### src/hdl/phd_pkg.sv
`timescale 1ns / 1ps
package phd_pkg;

   localparam int HEIGHT_BITS = 12;
   localparam int TICK_BITS = 16;
   localparam int CSR_DATA_BITS = (HEIGHT_BITS > TICK_BITS) ? HEIGHT_BITS : TICK_BITS;
   localparam int CSR_INDEX_BITS = 3;
   localparam int REQ_DATA_BITS = ((HEIGHT_BITS + 1 + 7) / 8) * 8;
   localparam int RSP_DATA_BITS = 8;

   localparam logic [HEIGHT_BITS-1:0] RST_THRESHOLD = HEIGHT_BITS'(4096 - 2800);
   localparam logic [HEIGHT_BITS-1:0] RST_DEPTH = HEIGHT_BITS'(500);
   localparam logic [TICK_BITS-1:0] RST_ENTRY = TICK_BITS'(2000);
   localparam logic [TICK_BITS-1:0] RST_PASS_FAST = TICK_BITS'(600);
   localparam logic [TICK_BITS-1:0] RST_PASS_SLOW = TICK_BITS'(1000);
   localparam logic [TICK_BITS-1:0] RST_HOLE_FAST = TICK_BITS'(300);
   localparam logic [TICK_BITS-1:0] RST_HOLE_SLOW = TICK_BITS'(600);

   typedef enum logic [CSR_INDEX_BITS-1:0] {
      CSR_PUCK_THRESHOLD = 3'd0,
      CSR_HOLE_DEPTH = 3'd1,
      CSR_ENTRY_TICKS = 3'd2,
      CSR_PASS_TICKS_FAST = 3'd3,
      CSR_PASS_TICKS_SLOW = 3'd4,
      CSR_HOLE_TICKS_FAST = 3'd5,
      CSR_HOLE_TICKS_SLOW = 3'd6
   } csr_index_type;

   typedef enum logic [1:0] {
      OP_START = 2'd0,
      OP_SAMPLE = 2'd1,
      OP_TICK = 2'd2
   } op_type;

   typedef enum logic [1:0] {
      PH_IDLE = 2'd0,
      PH_ENTRY = 2'd1,
      PH_TRACK = 2'd2,
      PH_CLOSE = 2'd3
   } phase_type;

   typedef enum logic [1:0] {
      OUT_COMPLETE = 2'd0,
      OUT_NO_ENTRY = 2'd1,
      OUT_NO_HOLE = 2'd2,
      OUT_NOT_CLOSED = 2'd3
   } outcome_type;

   typedef struct packed {
      logic [HEIGHT_BITS-1:0] puck_threshold;
      logic [HEIGHT_BITS-1:0] hole_depth;
      logic [TICK_BITS-1:0] entry_ticks;
      logic [TICK_BITS-1:0] pass_ticks_fast;
      logic [TICK_BITS-1:0] pass_ticks_slow;
      logic [TICK_BITS-1:0] hole_ticks_fast;
      logic [TICK_BITS-1:0] hole_ticks_slow;
   } cfg_type;

   typedef struct packed {
      logic [1:0] op;
      logic [HEIGHT_BITS-1:0] height;
      logic slow_mode;
   } item_type;

   typedef struct packed {
      logic hole_found;
      outcome_type outcome;
   } res_type;

endpackage

### src/hdl/phd_csr.sv
`timescale 1ns / 1ps
module phd_csr (
   input logic clock,
   input logic reset,
   input logic csr_we,
   input logic [phd_pkg::CSR_INDEX_BITS-1:0] csr_index,
   input logic [phd_pkg::CSR_DATA_BITS-1:0] csr_wdata,
   output phd_pkg::cfg_type cfg
);
   import phd_pkg::*;

   cfg_type cfg_ff;
   cfg_type cfg_in;

   always_comb begin
      cfg_in = cfg_ff;
      if (csr_we) begin
         unique case (csr_index_type'(csr_index))
            CSR_PUCK_THRESHOLD: cfg_in.puck_threshold = csr_wdata[HEIGHT_BITS-1:0];
            CSR_HOLE_DEPTH: cfg_in.hole_depth = csr_wdata[HEIGHT_BITS-1:0];
            CSR_ENTRY_TICKS: cfg_in.entry_ticks = csr_wdata[TICK_BITS-1:0];
            CSR_PASS_TICKS_FAST: cfg_in.pass_ticks_fast = csr_wdata[TICK_BITS-1:0];
            CSR_PASS_TICKS_SLOW: cfg_in.pass_ticks_slow = csr_wdata[TICK_BITS-1:0];
            CSR_HOLE_TICKS_FAST: cfg_in.hole_ticks_fast = csr_wdata[TICK_BITS-1:0];
            CSR_HOLE_TICKS_SLOW: cfg_in.hole_ticks_slow = csr_wdata[TICK_BITS-1:0];
            default: cfg_in = cfg_ff;
         endcase
      end
   end

   always_ff @(posedge clock) begin
      if (reset) begin
         cfg_ff.puck_threshold <= RST_THRESHOLD;
         cfg_ff.hole_depth <= RST_DEPTH;
         cfg_ff.entry_ticks <= RST_ENTRY;
         cfg_ff.pass_ticks_fast <= RST_PASS_FAST;
         cfg_ff.pass_ticks_slow <= RST_PASS_SLOW;
         cfg_ff.hole_ticks_fast <= RST_HOLE_FAST;
         cfg_ff.hole_ticks_slow <= RST_HOLE_SLOW;
      end else begin
         cfg_ff <= cfg_in;
      end
   end

   assign cfg = cfg_ff;

endmodule

### src/hdl/phd_detect.sv
`timescale 1ns / 1ps
module phd_detect (
   input logic clock,
   input logic reset,
   input phd_pkg::cfg_type cfg,
   input logic item_valid,
   input phd_pkg::item_type item,
   output logic res_valid,
   output phd_pkg::res_type res
);
   import phd_pkg::*;

   phase_type phase_ff, phase_in;
   logic [HEIGHT_BITS-1:0] peak_ff, peak_in;
   logic [TICK_BITS-1:0] ticks_ff, ticks_in;
   logic slow_ff, slow_in;

   logic [HEIGHT_BITS:0] reach;
   logic [HEIGHT_BITS:0] peak_ext;
   logic done;
   outcome_type outcome;

   always_comb begin
      reach = {1'b0, item.height} + {1'b0, cfg.hole_depth};
      peak_ext = {1'b0, peak_ff};
      phase_in = phase_ff;
      peak_in = peak_ff;
      ticks_in = ticks_ff;
      slow_in = slow_ff;
      done = 1'b0;
      outcome = OUT_COMPLETE;
      if (item_valid) begin
         if (op_type'(item.op) == OP_START) begin
            phase_in = PH_ENTRY;
            slow_in = item.slow_mode;
            peak_in = '0;
            ticks_in = cfg.entry_ticks;
         end else if (phase_ff != PH_IDLE) begin
            unique case (op_type'(item.op))
               OP_SAMPLE: begin
                  unique case (phase_ff)
                     PH_ENTRY: begin
                        if (item.height >= cfg.puck_threshold) begin
                           peak_in = item.height;
                           phase_in = PH_TRACK;
                           ticks_in = slow_ff ? cfg.pass_ticks_slow : cfg.pass_ticks_fast;
                        end
                     end
                     PH_TRACK: begin
                        if (reach > peak_ext) begin
                           if (item.height > peak_ff) peak_in = item.height;
                        end else if (reach < peak_ext) begin
                           phase_in = PH_CLOSE;
                           ticks_in = slow_ff ? cfg.hole_ticks_slow : cfg.hole_ticks_fast;
                        end else begin
                           done = 1'b1;
                           outcome = OUT_NO_HOLE;
                        end
                     end
                     PH_CLOSE: begin
                        if (item.height > cfg.puck_threshold) begin
                           done = 1'b1;
                           outcome = OUT_COMPLETE;
                        end else if (item.height == cfg.puck_threshold) begin
                           done = 1'b1;
                           outcome = OUT_NOT_CLOSED;
                        end
                     end
                     default: phase_in = phase_ff;
                  endcase
               end
               OP_TICK: begin
                  if (ticks_ff > TICK_BITS'(1)) begin
                     ticks_in = ticks_ff - TICK_BITS'(1);
                  end else begin
                     ticks_in = '0;
                     done = 1'b1;
                     unique case (phase_ff)
                        PH_ENTRY: outcome = OUT_NO_ENTRY;
                        PH_TRACK: outcome = OUT_NO_HOLE;
                        default: outcome = OUT_NOT_CLOSED;
                     endcase
                  end
               end
               default: done = 1'b0;
            endcase
            if (done) phase_in = PH_IDLE;
         end
      end
   end

   always_ff @(posedge clock) begin
      if (reset) begin
         phase_ff <= PH_IDLE;
         peak_ff <= '0;
         ticks_ff <= '0;
         slow_ff <= 1'b0;
      end else begin
         phase_ff <= phase_in;
         peak_ff <= peak_in;
         ticks_ff <= ticks_in;
         slow_ff <= slow_in;
      end
   end

   assign res_valid = done;
   assign res.hole_found = (outcome == OUT_COMPLETE);
   assign res.outcome = outcome;

endmodule

### src/hdl/phd_out_buf.sv
`timescale 1ns / 1ps
module phd_out_buf (
   input logic clock,
   input logic reset,
   input logic res_valid,
   input phd_pkg::res_type res,
   output logic res_room,
   output logic out_valid,
   input logic out_ready,
   output phd_pkg::res_type out_res
);
   import phd_pkg::*;

   logic main_valid_ff, main_valid_in;
   logic skid_valid_ff, skid_valid_in;
   res_type main_ff, main_in;
   res_type skid_ff, skid_in;

   always_comb begin
      main_valid_in = main_valid_ff;
      skid_valid_in = skid_valid_ff;
      main_in = main_ff;
      skid_in = skid_ff;
      if (!main_valid_ff || out_ready) begin
         if (skid_valid_ff) begin
            main_valid_in = 1'b1;
            main_in = skid_ff;
            skid_valid_in = 1'b0;
         end else begin
            main_valid_in = res_valid;
            main_in = res;
         end
      end else if (res_valid && !skid_valid_ff) begin
         skid_valid_in = 1'b1;
         skid_in = res;
      end
   end

   always_ff @(posedge clock) begin
      if (reset) begin
         main_valid_ff <= 1'b0;
         skid_valid_ff <= 1'b0;
      end else begin
         main_valid_ff <= main_valid_in;
         skid_valid_ff <= skid_valid_in;
      end
      main_ff <= main_in;
      skid_ff <= skid_in;
   end

   assign res_room = !skid_valid_ff;
   assign out_valid = main_valid_ff;
   assign out_res = main_ff;

endmodule

### src/hdl/puck_hole_detector.sv
`timescale 1ns / 1ps
// A transaction that ends detection passes through the input register and the output buffer.
// Throughput: one transaction per cycle while the output buffer has room; the state update is a compare and count.
// Output stage is a two-entry skid buffer, so req_tready depends on registers only.
// Reset (synchronous, active high) empties all stages, returns detection to idle
// and loads the configuration registers with their default values.
module puck_hole_detector (
   input logic clock,
   input logic reset,
   input logic req_tvalid,
   output logic req_tready,
   input logic [phd_pkg::REQ_DATA_BITS-1:0] req_tdata, // height, slow_mode, zero pad
   input logic [1:0] req_tuser, // op
   output logic rsp_tvalid,
   input logic rsp_tready,
   output logic [phd_pkg::RSP_DATA_BITS-1:0] rsp_tdata, // hole_found, outcome, zero pad
   input logic csr_we,
   input logic [phd_pkg::CSR_INDEX_BITS-1:0] csr_index,
   input logic [phd_pkg::CSR_DATA_BITS-1:0] csr_wdata
);
   import phd_pkg::*;

   cfg_type cfg;
   logic in_valid_ff, in_valid_in;
   item_type item_ff, item_in;
   logic res_room;
   logic advance;
   logic res_valid;
   res_type res;
   logic out_valid;
   res_type out_res;

   assign advance = in_valid_ff && res_room;
   assign req_tready = !in_valid_ff || res_room;

   always_comb begin
      in_valid_in = in_valid_ff;
      item_in = item_ff;
      if (req_tready) begin
         in_valid_in = req_tvalid;
         item_in.op = req_tuser;
         item_in.height = req_tdata[HEIGHT_BITS-1:0];
         item_in.slow_mode = req_tdata[HEIGHT_BITS];
      end
   end

   always_ff @(posedge clock) begin
      if (reset) begin
         in_valid_ff <= 1'b0;
      end else begin
         in_valid_ff <= in_valid_in;
      end
      item_ff <= item_in;
   end

   phd_csr u_csr (
      .clock(clock),
      .reset(reset),
      .csr_we(csr_we),
      .csr_index(csr_index),
      .csr_wdata(csr_wdata),
      .cfg(cfg)
   );

   phd_detect u_detect (
      .clock(clock),
      .reset(reset),
      .cfg(cfg),
      .item_valid(advance),
      .item(item_ff),
      .res_valid(res_valid),
      .res(res)
   );

   phd_out_buf u_out_buf (
      .clock(clock),
      .reset(reset),
      .res_valid(res_valid),
      .res(res),
      .res_room(res_room),
      .out_valid(out_valid),
      .out_ready(rsp_tready),
      .out_res(out_res)
   );

   assign rsp_tvalid = out_valid;
   assign rsp_tdata = {{(RSP_DATA_BITS - 3){1'b0}}, out_res.outcome, out_res.hole_found};

endmodule

### config.mk
export PLATFORM = sky130hd
export DESIGN_NAME = puck_hole_detector
export DESIGN_NICKNAME = d
export VERILOG_FILES = /design/src/hdl/phd_pkg.sv /design/src/hdl/phd_csr.sv /design/src/hdl/phd_detect.sv /design/src/hdl/phd_out_buf.sv /design/src/hdl/puck_hole_detector.sv
export SDC_FILE = /design/constraint.sdc
export NUM_CORES = 1
export LEC_CHECK = 0
export ABC_CLOCK_PERIOD_IN_PS = 4100
export BUFFER_PORTS_ARGS = -buffer_cell sky130_fd_sc_hd__buf_2
export CORE_MARGIN = 2
export CORE_UTILIZATION = 45
export DETAILED_ROUTE_END_ITERATION = 6
export PLACE_DENSITY = 0.68
export SYNTH_ARGS = -nofsm -noshare
export SYNTH_HDL_FRONTEND = slang
export SYNTH_SLANG_ARGS = --single-unit
export TNS_END_PERCENT = 30
### constraint.sdc
create_clock -name clock -period 4.1 [get_ports clock]
set_input_delay 0.205 -clock clock [delete_from_list [all_inputs] [get_ports clock]]
set_output_delay 0.205 -clock clock [all_outputs]
set_load 0.01 [all_outputs]
After elaboration in Yosys (flattened, before gate mapping)
Index checks and enable logic that the tools add are counted.

storage, ports and cells
  logic and storage cells = 133
  register bits = 159
  output and inout port bits = 10

cells by class
  magnitude comparators = 6
  eq/ne operators = 22
  add/sub/neg operators = 2
  bitwise operators = 1
  reduce and logical (&&, ||, !) cells = 30
  mux-type cells = 51

operators with widths
  operator                                                         number
  2-to-1 mux 16 bit                                                8
  2-to-1 mux 12 bit                                                6
  case mux 16 bit (2 select lines)                                 2
  2-to-1 mux 2 bit                                                 15
  greater-than comparator 12 bit                                   2
  case mux 12 bit (2 select lines)                                 1
  AND reduction 7 bit                                              3
  AND reduction 2 bit                                              9
  greater-than comparator 16 x 1 -> 1 bit (second input constant)  1
  case mux 2 bit (2 select lines)                                  4
  subtractor 16 x 1 -> 16 bit (second input constant)              1
  adder 12 x 12 -> 13 bit                                          1
  greater-than comparator 13 x 12 -> 1 bit                         1
  < comparator 13 x 12 -> 1 bit                                    1
  == test 12 bit                                                   1
  greater-or-equal comparator 12 bit                               1
  2-to-1 mux 1 bit                                                 12
  inequality test 4 x 1 -> 1 bit (second input constant)           3
  == test 3 bit (second input constant)                            3
  inequality test 3 x 1 -> 1 bit (second input constant)           3
  nonzero test 3 bit                                               3
  inequality test 4 x 2 -> 1 bit (second input constant)           2
  inequality test 4 x 3 -> 1 bit (second input constant)           2
  == test 2 bit (second input constant)                            3
  14 further kinds                                                 24

Longest topological paths before layout
Gate-level depths: netlist of run 1.

  depth after elaboration = 14
  depth in mapped cells = 21
  depth with buffers taken out = 19

Modules after synthesis
Synthesis of run 1 repeated with hierarchy kept, for this count alone.

unflattened totals
  cells, all modules = 890
  area total of the unflattened synthesis = 8769.7 um2

by module, submodules not included
  module              sequential area each (um2)  area an instance (um2)  cells each  instances
  phd_csr             2082.0                      4100.2                  379         1
  phd_detect          620.6                       3831.2                  468         1
  puck_hole_detector  470.5                       545.5                   26          1
  phd_out_buf         220.2                       292.8                   17          1

Least setup slack after synthesis of run 1
No wires, ideal clock.

  path kind = register to register
  from = reg item_ff[2] in the netlist's numbering
  to = reg u_detect.peak_ff[10]
  path slack = -74 ps
  required time = 4030 ps
  buffers on the path = 1
  clock period less this slack = 4174 ps
  cell stages (with the launch flop) = 20
  data arrival time = 4104 ps
  cells stage by stage = edfxtp_1 -> ha_1 -> a21o_1 -> a21oi_1 -> o21ai_0 -> a31oi_1 -> nor2b_1 -> o21a_1 -> o41ai_1 -> xnor2_1 -> ha_1 -> nand3_1 -> or3_1 -> a211oi_1 -> o21ai_1 -> a21oi_1 -> a21oi_2 -> buf_6 -> or3b_2 -> a21oi_2

between the ends
  word-level cells in the longest chain between the ends = 4
  elaborated cells on any way between the ends = 8
  classes of those cells = add/sub: 1; order compare: 3; eq/ne: 3; reduce/logical: 1

RTL lines
  what                                      RTL line                  source
  start, declared                           puck_hole_detector.sv:25  item_type item_ff, item_in;
  start signal, assigned                    puck_hole_detector.sv:53  item_ff <= item_in;
  adder 12 x 12 -> 13 bit                   phd_detect.sv:24          reach = {1'b0, item.height} + {1'b0, cfg.hole_depth};
  greater-than comparator 13 x 12 -> 1 bit  phd_detect.sv:50          if (reach > peak_ext) begin
  inequality test 3 x 1 -> 1 bit (no line)  --
  AND reduction 7 bit (no line) *           --
  end signal, assigned                      phd_detect.sv:100         peak_ff <= peak_in;
  end, declared                             phd_detect.sv:14          logic [HEIGHT_BITS-1:0] peak_ff, peak_in;

Every way passes the cells marked *; elsewhere a longest branch is shown, timed or not.
A chain may end at the register's enable or synchronous reset.

Final worst setup path of run 1
  from = reg item_ff[2] in the netlist's numbering
  to = reg u_detect.peak_ff[11]

The elaborated chain is that of the path after synthesis.

==> run metrics, run 1 <==
outcome=complete, but fails checks; failing checks=negative setup slack; vias in the first global route=6448; R2R Setup Slk=-0.07 ns; placed cell area=9056 sq um; ys async rst share=0%; Register-to-Register Path Depth=19; CP Max Fanout=18; Core ar.=18580 sq um; Final Hold Vio Count=0; total CTS buffers=17; worst hold path depth=3; number of placement rows=50; Root Buffer=clkbuf_16; DR pass1 iterations=6; Worst Path Required=4.47 ns; final setup fails=25; IR drop worst, VDD=0.3325 mV; DIE WIDTH=141.3 um; Max clock buf depth=2; via count=7022; final worst setup slack=-0.06505 ns; CTS tree=built; IO buf count=43; #FFs+latches synth=159; final HPWL from detailed placement=14.43 mm; area grow syn2layout=17.12%; GPL Wtd Cong=0.8045; GRT Util Overall=21.44%; Hold Crit Class=input port to flop; first-pass GRT wire length=33.83 mm; total power=3706 uW; commonest non-fill, non-tap cell in the layout=nand2_1; Worst-Margin Slew=1.191 ns; Via density=5.414; CP arrival=4.53 ns; share of cells above drive strength 1=18.25%; max cap viols=0; area leader, netlist=dfxtp_1; fin cells=1297; Setup CP Type=flop to flop; Post-Syn Area per Cell=8.666 sq um; drt first-iter violations=577; placed insts=1245; fmax=240.1 MHz; most frequent cells in the layout=nand2_1 (243), dfxtp_1 (138), a21oi_1 (98); Area contributors post-synth=dfxtp_1 (33%), nand2_1 (11%), ha_1 (8.6%), edfxtp_1 (7.4%), a21oi_1 (6.0%); Routed WL=21.03 mm; Starting Density=45.66%; Setup crit start=item_ff[2]; Slew HR=20.57%; Period Utilization, post-route=101.6%; post-route cell area=9937 sq um; clk_lat worst skew=0.43 ns; largest net degree at the start of global routing=67; CP endpoint kind=flop; ys flop type=dfxtp_1; crit path to=u_detect.peak_ff[11]; Post-route DRC=0; post-synthesis sequential area ratio=39.99%; ANT cells=0; yosys synthesis warning count=0; clock skew=0.01221 ns; clock sinks=159; post-synth cell types=69; CP startpoint kind=flop; Nets=1151; WHS=0.05634 ns; Fillers=1710; die height=141.3 um; initial antenna violation count=0; Synth top area share=32.56%; Remaining Overflow, GRT=0; H-tree levels=4; Final Critical Period=4.165 ns; Post-synth EDFFs=21; P_leak=0.003887 uW; Cells after Synth=979; WL/cell=16.22 um; number of I/O pins=52; die area=19970 sq um; CTS clk-pin slew, worst paths=0.07 ns; Netlist Area Pre-Place=8484 sq um; reg2reg end=u_detect.peak_ff[11]; unrepaired setup endpoints after global routing=true; pwr dens=373.0 nW/um^2; Critical R2R Launch=item_ff[2]; Final ANT Viol Nets=0; count of pins over their slew limit=0
synth_stat cells, types with 3 or more instances:
cell type / instances
a21o_1: 10
a211o_1: 4
a211oi_1: 3
ha_1: 58
a21oi_2: 9
a2bb2oi_1: 7
o21ai_0: 23
buf_4: 5
nand2_1: 243
nor2b_1: 10
xor2_1: 3
o21a_1: 9
edfxtp_1: 21
a21oi_1: 102
nand2b_1: 6
nor4_1: 3
xnor2_1: 17
nand3b_1: 32
mux2i_1: 14
or3_1: 4
clkbuf_1: 34
nand4_1: 6
o31a_1: 6
nand3_1: 12
o31ai_1: 3
or3b_2: 10
nand2_2: 8
o41ai_1: 4
nor3_1: 14
dfxtp_1: 138
nor2_1: 57
inv_1: 39
and3_1: 3
mux4_2: 16
kinds of logic (layout without fill, tap and decap cells):
logic type,Yosys count,after routing,synth area share (%)
xor gates and xnor gates,20,20,2.065
muxes,32,32,6.164
buffers and inverters,90,170,4.999
other,1,5,0.04420
and+or+nand+nor,420,420,23.01
AOI/OAI and AO/OA,198,198,14.94
adders and majority gates,59,59,8.789
DFF,159,159,39.99
where the power goes:
part,internal [uW],switching (uW),total [uW]
clock network,847,742,1590
registers,1610,26.5,1640
logic,207,268,475
routing by layer:
layer | wire length, um | vias up | track usage (%) | share of wire [%]
met4 | 344 | 0 | 5.842 | 1.6
met2 | 9504 | 180 | 33.01 | 45
met1 | 10050 | 3306 | 30.60 | 48
met5 | 0 | - | 0 | 0
met3 | 1136 | 22 | 4.590 | 5.4
li1 | - | 3514 | - | -
stage by stage:
step | worst slack (ns) | utilization [%] | setup TNS (ns)
detailed placement | -0.2786 | 48.74 | -7.208
global route | -0.2353 | 53.48 | -6.321
floorplan | 0.005655 | - | 0
CTS | -0.1231 | 53.06 | -1.680
finish | -0.06505 | 53.48 | -0.8953
global placement | -0.1662 | 48.74 | -3.362
registers in the layout, indices dropped and copies added, names as in the netlist, 2 cells and up:
name	flops
item_ff	15
u_csr.cfg	104
u_detect.peak_ff	12
u_detect.phase_ff	2
u_detect.ticks_ff	16
u_out_buf.out_res	3
u_out_buf.skid_ff	3
timing repair:
action                                  in CTS  in global routing
gates resized for setup                     10                 14
hold buffers                                16                  0
endpoints found under the setup margin      37                 38
cloned                                       0                  1
buffers inserted                             2                  1
endpoints found under the hold margin       16                  0
pin swaps                                   15                 12
critical path, stage by stage, from the launching register on:
cell and delay (ns):
edfxtp_1 0.39, ha_1 0.29, a21o_1 0.17, a21oi_2 0.14
o21ai_1 0.09, a31oi_1 0.26, nor2b_1 0.08, o21a_1 0.20
o41ai_2 0.25, xnor2_1 0.12, ha_1 0.32, nand3_2 0.08
or3_4 0.37, a211oi_2 0.20, o21ai_1 0.09, a21oi_1 0.19
a21oi_2 0.09, buf_12 0.16, or3b_2 0.47, a21oi_2 0.14
worst min-delay path by stage:
stage               slack (ns)           from             to
finish                    0.06  csr_wdata[14]  u_csr.cfg[30]
global route              0.05  csr_wdata[12]  u_csr.cfg[60]
CTS                       0.05  csr_wdata[14]  u_csr.cfg[30]
detailed placement        0.38   req_tdata[5]     item_ff[6]
global placement          0.38   req_tdata[5]     item_ff[6]
floorplan                 0.30  req_tdata[12]     item_ff[0]
cell type report:
| cell class | count | area [sq um] | area share (%) |
|---|---|---|---|
| clock buffers | 19 | 452.9 | 4.558 |
| clock inverters | 13 | 138.9 | 1.398 |
| inverters | 39 | 146.4 | 1.473 |
| multi-input cells | 734 | 4788 | 48.19 |
| flip-flops and latches | 159 | 3393 | 34.15 |
| well taps | 234 | 292.8 | 2.946 |
| repair buffers | 99 | 724.4 | 7.290 |
(Power assumes the default switching activity.)
==> inputs of run 2 (changes only) <==
--- a/config.mk
+++ b/config.mk
@@ -7,10 +7,13 @@
 export LEC_CHECK = 0
 export ABC_CLOCK_PERIOD_IN_PS = 4100
 export BUFFER_PORTS_ARGS = -buffer_cell sky130_fd_sc_hd__buf_2
+export CELL_PAD_IN_SITES_DETAIL_PLACEMENT = 0
+export CELL_PAD_IN_SITES_GLOBAL_PLACEMENT = 1
 export CORE_MARGIN = 2
-export CORE_UTILIZATION = 45
+export CORE_UTILIZATION = 42
 export DETAILED_ROUTE_END_ITERATION = 6
-export PLACE_DENSITY = 0.68
+export PLACE_DENSITY = 0.8
+export SKIP_CTS_REPAIR_TIMING = 1
 export SYNTH_ARGS = -nofsm -noshare
 export SYNTH_HDL_FRONTEND = slang
 export SYNTH_SLANG_ARGS = --single-unit
==> run 2 against run 1 <==
  * The flow still finishes with violations (negative setup slack)
  * Sequential power about the same
  * Cell area increased by 1.0%
  * Sequential cell count unchanged
  * Final cell count increased by 2.8%
  * First-iteration DRC count decreased by 22%
==> run metrics, run 2 (same netlist as run 1, synthesis figures left out) <==
fmax=233.4 MHz (was 240.1 MHz); post-route cell area=10040 sq um (was 9937 sq um); M1 GR Usage=29.92% (was 30.60%); max cap viols=0 (unchanged); largest net degree at the start of global routing=82 (was 67); CTS tree=built (unchanged); IO buf count=43 (unchanged); ANT cells=0 (unchanged); Register-to-Register Path Depth=21 (was 19); Remaining Overflow, GRT=0 (unchanged); first-pass GRT wire length=34.57 mm (was 33.83 mm); final worst setup slack=-0.1853 ns (was -0.06505 ns); CP startpoint kind=flop (unchanged); Final Critical Period=4.285 ns (was 4.165 ns); Core ar.=19650 sq um (was 18580 sq um); vias in the first global route=6406 (was 6448); GPL Wtd Cong=0.7882 (was 0.8045); CP arrival=4.57 ns (was 4.53 ns); Period Utilization, post-route=104.5% (was 101.6%); die height=146.1 um (was 141.3 um); IR drop worst, VDD=0.2769 mV (was 0.3325 mV); grt met3 use=3.813% (was 4.590%); final HPWL from detailed placement=14.91 mm (was 14.43 mm); total power=3736 uW (was 3706 uW); Worst-Margin Slew=0.9433 ns (was 1.191 ns); met2 usage=31.04% (was 33.01%); most used routing layer=met2 (unchanged); Fillers=1877 (was 1710); Setup CP Type=flop to flop (unchanged); final core occ=51.09% (was 53.48%); Via density=5.248 (was 5.414); drt first-iter violations=450 (was 577); Root Buffer=clkbuf_16 (unchanged); area grow syn2layout=18.35% (was 17.12%); number of I/O pins=52 (unchanged); reg2reg end=u_detect.ticks_ff[0] (was u_detect.peak_ff[11]); clock sinks=159 (unchanged); final setup fails=32 (was 25); CTS clk-pin slew, worst paths=0.07 ns (about the same); outcome=complete, but fails checks (unchanged); Slew HR=37.11% (was 20.57%); placed cell area=9125 sq um (was 9056 sq um); DR pass1 iterations=5 (was 6); Final ANT Viol Nets=0 (unchanged); WL/cell=16.51 um (was 16.22 um); fin cells=1333 (was 1297); Max clock buf depth=2 (unchanged); initial antenna violation count=0 (unchanged); Worst Path Required=4.38 ns (was 4.47 ns); placed insts=1280 (was 1245); pwr dens=372.1 nW/um^2 (was 373.0 nW/um^2); GRT Util Overall=20.38% (was 21.44%); number of flip-flops in the largest register=104 (unchanged); unrepaired setup endpoints after global routing=true (unchanged); share of cells above drive strength 1=18.07% (was 18.25%); failing checks=negative setup slack (unchanged); total CTS buffers=17 (unchanged); H-tree levels=4 (unchanged); Starting Density=43.17% (was 45.66%); Final Hold Vio Count=0 (unchanged); Post-route DRC=0 (unchanged); Critical R2R Launch=item_ff[2] (unchanged); Hold Crit Class=input port to flop (unchanged); CP Max Fanout=9 (was 18); DIE WIDTH=146.1 um (was 141.3 um); CP endpoint kind=flop (unchanged); worst hold path endpoint=u_csr.cfg[14] (was u_csr.cfg[30]); die area=21350 sq um (was 19970 sq um); P_leak=0.003912 uW (was 0.003887 uW); count of pins over their slew limit=0 (unchanged); HP Start=csr_wdata[14] (unchanged); clk_lat worst skew=0.44 ns (was 0.43 ns); number of placement rows=51 (was 50); Routed WL=22.01 mm (was 21.03 mm); Nets=1156 (was 1151); worst hold path depth=3 (unchanged); via count=6996 (was 7022); Place WS=-0.2645 ns (was -0.2786 ns); R2R Setup Slk=-0.19 ns (was -0.07 ns); commonest non-fill, non-tap cell in the layout=nand2_1 (unchanged); clock skew=0.01241 ns (was 0.01221 ns); most frequent cells in the layout=nand2_1 (243), dfxtp_1 (138), a21oi_1 (99) (was nand2_1 (243), dfxtp_1 (138), a21oi_1 (98))
[run 2: changes by cell type in the layout (fill, tap and decap cells not counted), moves of 2 or more]
cell,delta
buf_4,+5
clkbuf_16,+2
or3b_2,-3
clkbuf_8,-2
or3b_4,+3
inv_8,-2
[run 2: per-layer routing]
layer / wire [um] / vias up / part of all wire (%)
met5: 0 / - / 0
met4: 252 / 0 / 1.1
met3: 1215 / 17 / 5.5
met2: 9946 / 172 / 45
met1: 10590 / 3287 / 48
li1: - / 3520 / -
[run 2: area by class of cell]
cell class	count	area, sq um	area share [%]
inverters	39	146.4	1.458
repair buffers	104	780.7	7.776
well taps	265	331.6	3.302
clock inverters	14	170.2	1.695
clock buffers	18	429.2	4.274
multi-input cells	734	4790	47.70
flip-flops and latches	159	3393	33.79
[run 2: worst max-delay path by stage]
stage / startpoint / end / cells past startpoint
final: item_ff[2] / u_detect.ticks_ff[0] / 21
after global routing: item_ff[2] / u_detect.peak_ff[5] / 19
after CTS: item_ff[2] / u_detect.peak_ff[6] / 19
after detailed placement: item_ff[2] / u_detect.peak_ff[6] / 19
after global placement: item_ff[2] / u_detect.peak_ff[8] / 19
after floorplan: item_ff[3] / u_detect.peak_ff[10] / 18
[run 2: where the power goes]
group	total (uW)	leakage, uW	internal [uW]	switching (uW)
sequential	1640	0.00134	1610	26.7
clock	1610	0.000294	873	737
combinational	485	0.00228	212	273
[run 2: per-stage QoR]
step           TNS, ns  hold slack, ns
2_1_floorplan        0          0.3039
3_3_place_gp    -3.542          0.3814
3_5_place_dp    -6.561          0.3834
4_1_cts         -7.897        -0.06742
5_1_grt         -10.79         0.05595
6_report        -3.744         0.06629
[run 2: critical path, cell delays in order, from the launching register on]
cell	delay (ns)
edfxtp_1	0.43
ha_1	0.30
a21o_1	0.20
a21oi_2	0.15
o21ai_1	0.08
a31oi_1	0.19
nor2b_1	0.07
o21a_1	0.21
o41ai_2	0.32
xnor2_1	0.12
ha_1	0.33
nand3_2	0.08
or3_4	0.37
a211oi_4	0.24
buf_4	0.16
nor2_4	0.04
a31oi_4	0.20
a2111oi_4	0.06
buf_4	0.20
clkbuf_16	0.17
mux2i_1	0.15
nor2_1	0.05
==> inputs of run 3 (changes only) <==
--- a/config.mk
+++ b/config.mk
@@ -9,7 +9,7 @@
 export BUFFER_PORTS_ARGS = -buffer_cell sky130_fd_sc_hd__buf_2
 export CELL_PAD_IN_SITES_DETAIL_PLACEMENT = 0
 export CELL_PAD_IN_SITES_GLOBAL_PLACEMENT = 1
-export CORE_MARGIN = 2
+export CORE_MARGIN = 1
 export CORE_UTILIZATION = 42
 export DETAILED_ROUTE_END_ITERATION = 6
 export PLACE_DENSITY = 0.8
==> run 3 against run 2 <==
  * The run ends with negative hold slack, negative setup slack left
  * Sequential cell count is the same
  * First-iteration DRC count grew 17%
  * Utilization grew 0.54 points
  * Sequential share of layout area shrank 0.35 points
  * Cell area grew 1.1%
  * Setup slack lost 0.054 ns
  * Wire length grew 0.33%
  * Via count shrank 0.90%
  * Maximum frequency shrank 1.2%
  * Global-route usage grew 1.7 points
  * Combinational power is essentially flat
  * Critical path type unchanged
  * Highest routed layer unchanged
==> run metrics, run 3 (same netlist as run 1, synthesis figures left out) <==
outcome=complete, but fails checks (unchanged); failing checks=negative hold slack, negative setup slack (was negative setup slack); CP startpoint kind=flop (unchanged); Starting Density=43.17% (unchanged); placed cell area=9117 sq um (was 9125 sq um); unrepaired setup endpoints after global routing=true (unchanged); CP Max Fanout=5 (was 9); IR drop worst, VDD=0.2805 mV (was 0.2769 mV); IO buf count=43 (unchanged); Final ANT Viol Nets=0 (unchanged); commonest non-fill, non-tap cell in the layout=nand2_1 (unchanged); Core ar.=19650 sq um (unchanged); clock skew=0.009650 ns (was 0.01241 ns); ANT cells=0 (unchanged); vias in the first global route=6555 (was 6406); first-pass GRT wire length=34.83 mm (was 34.57 mm); share of cells above drive strength 1=18.62% (was 18.07%); pwr dens=373.0 nW/um^2 (was 372.1 nW/um^2); Switching Share=29.47% (was 27.74%); area grow syn2layout=19.60% (was 18.35%); post-route cell area=10150 sq um (was 10040 sq um); GRT Util Overall=22.04% (was 20.38%); H-tree levels=4 (unchanged); Via density=5.197 (was 5.248); clk_lat worst skew=0.44 ns (about the same); die height=144.1 um (was 146.1 um); CTS clk-pin slew, worst paths=0.07 ns (about the same); Post-route DRC=0 (unchanged); Nets=1157 (was 1156); number of flip-flops in the largest register=104 (unchanged); drt first-iter violations=527 (was 450); Max clock buf depth=2 (unchanged); Clk pwr share=43.8% (was 43.1%); largest net degree at the start of global routing=84 (was 82); Critical R2R Launch=item_ff[2] (unchanged); total CTS buffers=17 (unchanged); Final Hold Vio Count=1 (was 0); Worst-Margin Slew=0.9300 ns (was 0.9433 ns); Root Buffer=clkbuf_16 (unchanged); WL/cell=16.55 um (was 16.51 um); DIE WIDTH=144.1 um (was 146.1 um); Slew HR=38.00% (was 37.11%); CP endpoint kind=flop (unchanged); HP Start=req_tvalid (was csr_wdata[14]); Remaining Overflow, GRT=0 (unchanged); Final Critical Period=4.339 ns (was 4.285 ns); number of I/O pins=52 (unchanged); most frequent cells in the layout=nand2_1 (242), dfxtp_1 (138), a21oi_1 (97) (was nand2_1 (243), dfxtp_1 (138), a21oi_1 (99)); fmax=230.5 MHz (was 233.4 MHz); Sw Pwr=1115 uW (was 1037 uW); final HPWL from detailed placement=15.03 mm (was 14.91 mm); sequential power share=43.4% (was 43.9%); DR pass1 iterations=5 (unchanged); number of placement rows=51 (unchanged); internal power=2669 uW (was 2699 uW); WHS=-0.01552 ns (was 0.06629 ns); CP arrival=4.70 ns (was 4.57 ns); P_leak=0.003963 uW (was 0.003912 uW); clock sinks=159 (unchanged); Fillers=1892 (was 1877); max cap viols=0 (unchanged); Routed WL=22.08 mm (was 22.01 mm); total power=3785 uW (was 3736 uW); die area=20770 sq um (was 21350 sq um); final worst setup slack=-0.2391 ns (was -0.1853 ns); via count=6933 (was 6996); Combinational Power Share=12.9% (was 13.0%); initial antenna violation count=0 (unchanged); count of pins over their slew limit=0 (unchanged); Worst Path Required=4.46 ns (was 4.38 ns); final setup fails=34 (was 32); final core occ=51.63% (was 51.09%); Setup CP Type=flop to flop (unchanged); Period Utilization, post-route=105.8% (was 104.5%); CTS tree=built (unchanged); Hold Crit Class=input port to flop (unchanged); Setup crit start=item_ff[2] (unchanged); GPL Wtd Cong=0.8077 (was 0.7882)
run 3: cell type report:
cell class                      instances  area, sq um  share of cell area, %
Multi-Input combinational cell        734         4832                  47.62
Sequential cell                       159         3393                  33.44
Timing Repair Buffer                  105        814.5                  8.027
Clock buffer                           17        425.4                  4.192
Tap cell                              265        331.6                  3.268
Clock inverter                         15        203.9                  2.010
Inverter                               39        146.4                  1.443
run 3: path summary, 6_finish.rpt:
check	end	slack, ns	cells after the start
worst min-delay path	in_valid_ff	-0.02	3
worst max-delay path	u_detect.peak_ff[4]	-0.24	20
worst max register to register	u_detect.peak_ff[4]	-0.24	20
worst min register to register	u_csr.cfg[31]	0.45	2
run 3: metrics by stage:
step	TNS (ns)	std cells	hold WS, ns	setup WS [ns]
floorplan	0	983	0.3039	0.005655
global placement	-3.960	1279	0.3816	-0.1807
detailed placement	-7.278	1279	0.3842	-0.2782
CTS	-8.823	1311	-0.07432	-0.3562
global route	-9.933	1334	0.003029	-0.3695
finish	-4.568	1334	-0.01552	-0.2391
run 3: power by group through the flow:
| stage | Clock (uW) | Combinational (uW) | Sequential [uW] |
|---|---|---|---|
| global route | 1750 | 539 | 1650 |
| global placement | 0 | 443 | 1680 |
| finish | 1660 | 487 | 1640 |
| detailed placement | 0 | 447 | 1680 |
| CTS | 1680 | 452 | 1640 |
| floorplan | 0 | 312 | 1670 |
run 3: worst max-delay path, cell delays in order, from the launching register on:
cell	delay, ns
edfxtp_1	0.45
ha_1	0.33
a21o_1	0.18
a21oi_2	0.14
o21ai_1	0.10
a31oi_1	0.19
nor2b_1	0.08
o21a_1	0.21
o41ai_2	0.32
xnor2_1	0.12
ha_1	0.32
nand3_2	0.08
or3_4	0.38
a211oi_4	0.24
o21ai_2	0.09
a21oi_2	0.17
a21oi_4	0.08
buf_6	0.14
clkbuf_16	0.15
or3b_4	0.36
a21oi_2	0.13
run 3: layer usage:
| layer | share of wire [%] | global-route usage [%] | routed length, um | up-vias |
|---|---|---|---|---|
| met5 | 0 | 0 | 0 | - |
| met4 | 1.0 | 5.817 | 221 | 0 |
| met3 | 3.6 | 3.675 | 789 | 16 |
| met2 | 45 | 34.68 | 10040 | 106 |
| met1 | 50 | 31.15 | 11030 | 3284 |
| li1 | - | - | - | 3527 |
